[src/rtl/sgh_age_track.sv]
// sgh_age_track: per-symbol saturating age registers
// gives the age of the addressed symbol; does not use sgh_pkg
`default_nettype none

module sgh_age_track #(
    parameter int SYMBOL_BITS = 4,
    parameter int MAX_GAP     = 128,
    localparam int NUM_SYM    = 1 << SYMBOL_BITS,
    localparam int AGE_W      = $clog2(MAX_GAP + 2)
) (
    input  wire logic                   i_clk,
    input  wire logic                   i_rst_n,
    input  wire logic [SYMBOL_BITS-1:0] i_sym,
    input  wire logic                   i_upd,
    input  wire logic                   i_clr,
    output logic      [AGE_W-1:0]       o_age,
    output logic                        o_seen
);

    localparam logic [AGE_W-1:0] UNSEEN = AGE_W'(MAX_GAP + 1);

    logic [AGE_W-1:0] r_age [NUM_SYM];
    logic [AGE_W-1:0] n_age [NUM_SYM];

    assign o_age  = r_age[i_sym];
    assign o_seen = (r_age[i_sym] != UNSEEN);

    always_comb begin
        for (int k = 0; k < NUM_SYM; k++) begin
            n_age[k] = r_age[k];
            if (i_clr) begin
                n_age[k] = UNSEEN;
            end else if (i_upd) begin
                if (i_sym == SYMBOL_BITS'(k)) begin
                    n_age[k] = '0;
                end else if (r_age[k] != UNSEEN) begin
                    n_age[k] = r_age[k] + 1'b1;
                end
            end
        end
    end

    always_ff @(posedge i_clk) begin
        if (!i_rst_n) begin
            for (int k = 0; k < NUM_SYM; k++) begin
                r_age[k] <= UNSEEN;
            end
        end else begin
            for (int k = 0; k < NUM_SYM; k++) begin
                r_age[k] <= n_age[k];
            end
        end
    end

    // pushed symbol restarts at zero
    a_push_zeroes_age: assert property (@(posedge i_clk) disable iff (!i_rst_n)
        i_upd |=> (r_age[$past(i_sym)] == '0))
        else $error("pushed symbol age not zero");

endmodule

`default_nettype wire

[config.mk]
export PLATFORM = sky130hd
export DESIGN_NAME = sgh_age_track
export DESIGN_NICKNAME = d
export VERILOG_FILES = /design/src/rtl/sgh_age_track.sv
export SDC_FILE = /design/constraint.sdc
export NUM_CORES = 1
export LEC_CHECK = 0
export ABC_AREA = 1
export BUFFER_PORTS_ARGS = -buffer_cell sky130_fd_sc_hd__clkbuf_2
export CORE_ASPECT_RATIO = 1.5
export CORE_MARGIN = 5
export CORE_UTILIZATION = 42
export CTS_CLUSTER_SIZE = 28
export DETAILED_ROUTE_END_ITERATION = 16
export SETUP_SLACK_MARGIN = 0.3
export SYNTH_ARGS = -nofsm -noshare
export SYNTH_HDL_FRONTEND = slang
export SYNTH_SLANG_ARGS = --single-unit
[constraint.sdc]
create_clock -name i_clk -period 1.8 [get_ports i_clk]
set_input_delay 0.36 -clock i_clk [delete_from_list [all_inputs] [get_ports i_clk]]
set_output_delay 0.36 -clock i_clk [all_outputs]
set_load 0.02 [all_outputs]
==> flow_summary.yaml <==
synth:
  yosysTopAreaCellShare: 0.298
  ys_seq_area_frac: 0.298
  synth_xor_area_frac: 0.0204
  synth_top_family_by_area: "simple AND/OR/NAND/NOR gates"
  ys_top_cells_by_area: "dfxtp_1, nand2_1, inv_1, nor2_1, a21oi_1"
  synth_area_leader_cell: "dfxtp_1"
  syn_inst: 1453
  ys_types: 39
  synthesis.nets: 1493
  synth_flop_cell: "dfxtp_1"
  async_flop_share: 0
  synth_edf_count: 0
  synthAdderAreaFrac: 0.0465
  ys_ff_latch: 128
  synthMuxAreaShare: 0
  synth_warnings: 0
  synth.avg_cell_area_um2: 5.92
  synth_area_um2: 8600
  synth_compound_area_frac: 0.129
  synth-simple-area-share: 0.404
clock_tree:
  cts_tree: "yes"
  cts-root-buf: "clkbuf_16"
  clk_pin_slew_ns: 0.06
  cts_max_level: 4
  cts_buffers: 17
  clockBufferDepth: 2
  clock_latency_ns: 0.44
  ctsHoldBuffers: 0
  clock-sinks: 128
power_and_ir_drop:
  ir_drop_v: 0.000626
  powerDensity_nw_per_um2: 636
  p_leak_nw: 5.40
  finalPower_mw: 7.64
place:
  place_hpwl_um: 19200
  place_inst: 1821
  port_buffers: 16
  dpl_cell_area_um2: 9930
  globalplace.congestion: 0.932
cells_and_area:
  stdcell_area_um2: 12000
  insertedDiodeCount: 0
  final_common_cell: "nand2_1"
  finalNetCount: 1668
  reg_top3: "r_age: 128 flops"
  fillers: 1893
  largest_register_ffs: 128
  final_cell_mix: "nand2_1, buf_4, nor2_1"
  finalNonFillerCells: 1905
  areaGrowthSynthToFinish_pct: 39.7
  top_register: "r_age"
  drive_gt1_frac: 0.354
floorplan:
  die_h_um: 185
  start_util: 0.425
  die_w_um: 127
  std_cell_rows: 64
  core_area_um2: 20300
  ioPinCount: 17
  die-area_um2: 23500
critical_path:
  worst_setup_path_end_kind: "primary output"
  worstSetupStartpointType: "flop"
  worstPathArrival_ns: 1.73
  path_class: "reg -> out"
  crit_fanout: 4
  worstPathRequired_ns: 1.44
  r2r_slack_ns: 0.24
  reg2reg_depth: 8
global_routing:
  antenna_found_initial: 0
  grt-ovfl-total: 0
  grt_pass1_wl_um: 43200
  grt_util_all_layers: 0.226
  grt_pass1_vias: 9145
  grt_max_degree: 61
timing:
  setup_slack_ns: -0.289
  max_slew_margin: 0.730
  fin_setup_tns_ns: -1.67
  maxSlewViolCount: 0
  max_freq_mhz: 479
  min_period_over_period: 1.16
  finalHoldViolations: 0
  worst_pin_slew_ns: 0.405
  setup_viol: 9
  min_period_ns: 2.09
  holdWs_ns: 0.399
  skew_ns: 0.00832
  grt_setup_unrepaired: "true"
job:
  cap_violations: 0
outcome:
  status: "complete, but fails checks"
  violations: "negative setup slack"
detailed_routing:
  drtIter0Drc: 644
  via_per_inst: 5.13
  drt-total-wl_um: 27500
  vias: 9767
  ant_nets: 0
  avgRoutedWirePerCell_um: 14.4
  drtPass1Iterations: 5
  route.detailed.drc: 0
min_path:
  hold_path.class: "in -> reg"
  holdPathStages: 4
-- final timing paths --
kind	endpoint	startpoint
worst max-delay path	o_seen	r_age[11][2]$_SDFFE_PP0P_
worst min-delay path	r_age[10][6]$_SDFFE_PP0P_	i_upd
worst max register to register	r_age[7][6]$_SDFFE_PP0P_	r_age[7][1]$_SDFFE_PP0P_
worst min register to register	r_age[6][4]$_SDFFE_PP0P_	r_age[6][4]$_SDFFE_PP0P_
-- synth_stat cells, types with 6 or more instances --
| library cell | instances |
|---|---|
| nand2_2 | 10 |
| dfxtp_1 | 128 |
| inv_1 | 161 |
| nand2_1 | 542 |
| nor3_1 | 23 |
| nand3_1 | 67 |
| clkbuf_1 | 12 |
| buf_4 | 7 |
| o31ai_1 | 9 |
| o21ai_1 | 19 |
| nand4_1 | 19 |
| ha_1 | 32 |
| nor2_1 | 154 |
| a21oi_1 | 94 |
| buf_2 | 24 |
| xor2_1 | 17 |
| inv_2 | 9 |
| nor2_2 | 6 |
| o21ai_0 | 76 |
-- cell type report --
| class | count | area (um^2) | share of cell area |
|---|---|---|---|
| clock inverters | 13 | 210 | 0.0175 |
| inverters | 171 | 667 | 0.0555 |
| multi-input cells | 1108 | 5800 | 0.483 |
| repair buffers | 202 | 1820 | 0.151 |
| clock buffers | 19 | 453 | 0.0377 |
| well taps | 264 | 330 | 0.0275 |
| flip-flops and latches | 128 | 2740 | 0.228 |
-- cells by family after synthesis --
logic type,count (synthesis)
buffers and inverters,219
adder cells (fa/ha/maj),32
flip-flops,128
AND/OR/NAND/NOR,844
XOR/XNOR,20
AO/OA/AOI/OAI,210
-- worst max-delay path, stage by stage (launching register included) --
cell and delay (ns):
dfxtp_2 0.35, inv_2 0.08, nor2_2 0.04, nor2_2 0.13
nand2_1 0.06, nand2_1 0.07, nand2_2 0.08, nor2_4 0.10
nand2_2 0.06, nor2_2 0.11, nand2_2 0.09, buf_8 0.14
-- metal layers --
layer  vias to the layer above  GRT usage  routed length, um
li1                       4952          -                  -
met1                      4558      0.255              11200
met2                       195      0.415              14500
met3                        62     0.0410                900
met4                         0     0.0932                792
met5                         -          0                  0
-- per-stage QoR --
| stage | worst slack, ns | util |
|---|---|---|
| after floorplan | 0.0927 | - |
| after global placement | -0.426 | 0.490 |
| after detailed placement | -0.422 | 0.490 |
| after CTS | -0.277 | 0.546 |
| after global routing | -0.391 | 0.593 |
| final | -0.289 | 0.593 |
-- where the power goes --
group	leakage, nW	total (mW)	internal (mW)	switching, mW
Sequential	1.06	2.85	2.83	0.0215
Clock	0.307	3.91	2.53	1.38
Combinational	4.02	0.884	0.355	0.528
Total	5.40	7.64	5.71	1.93
-- timing repair --
| item | 4_1_cts | 5_1_grt |
|---|---|---|
| resized for setup | 173 | 265 |
| setup buffers | 18 | 30 |
| endpoints found under the setup margin | 75 | 115 |
| gates cloned | 1 | 3 |
| pin swaps | 35 | 69 |
(Power assumes the default switching activity.)
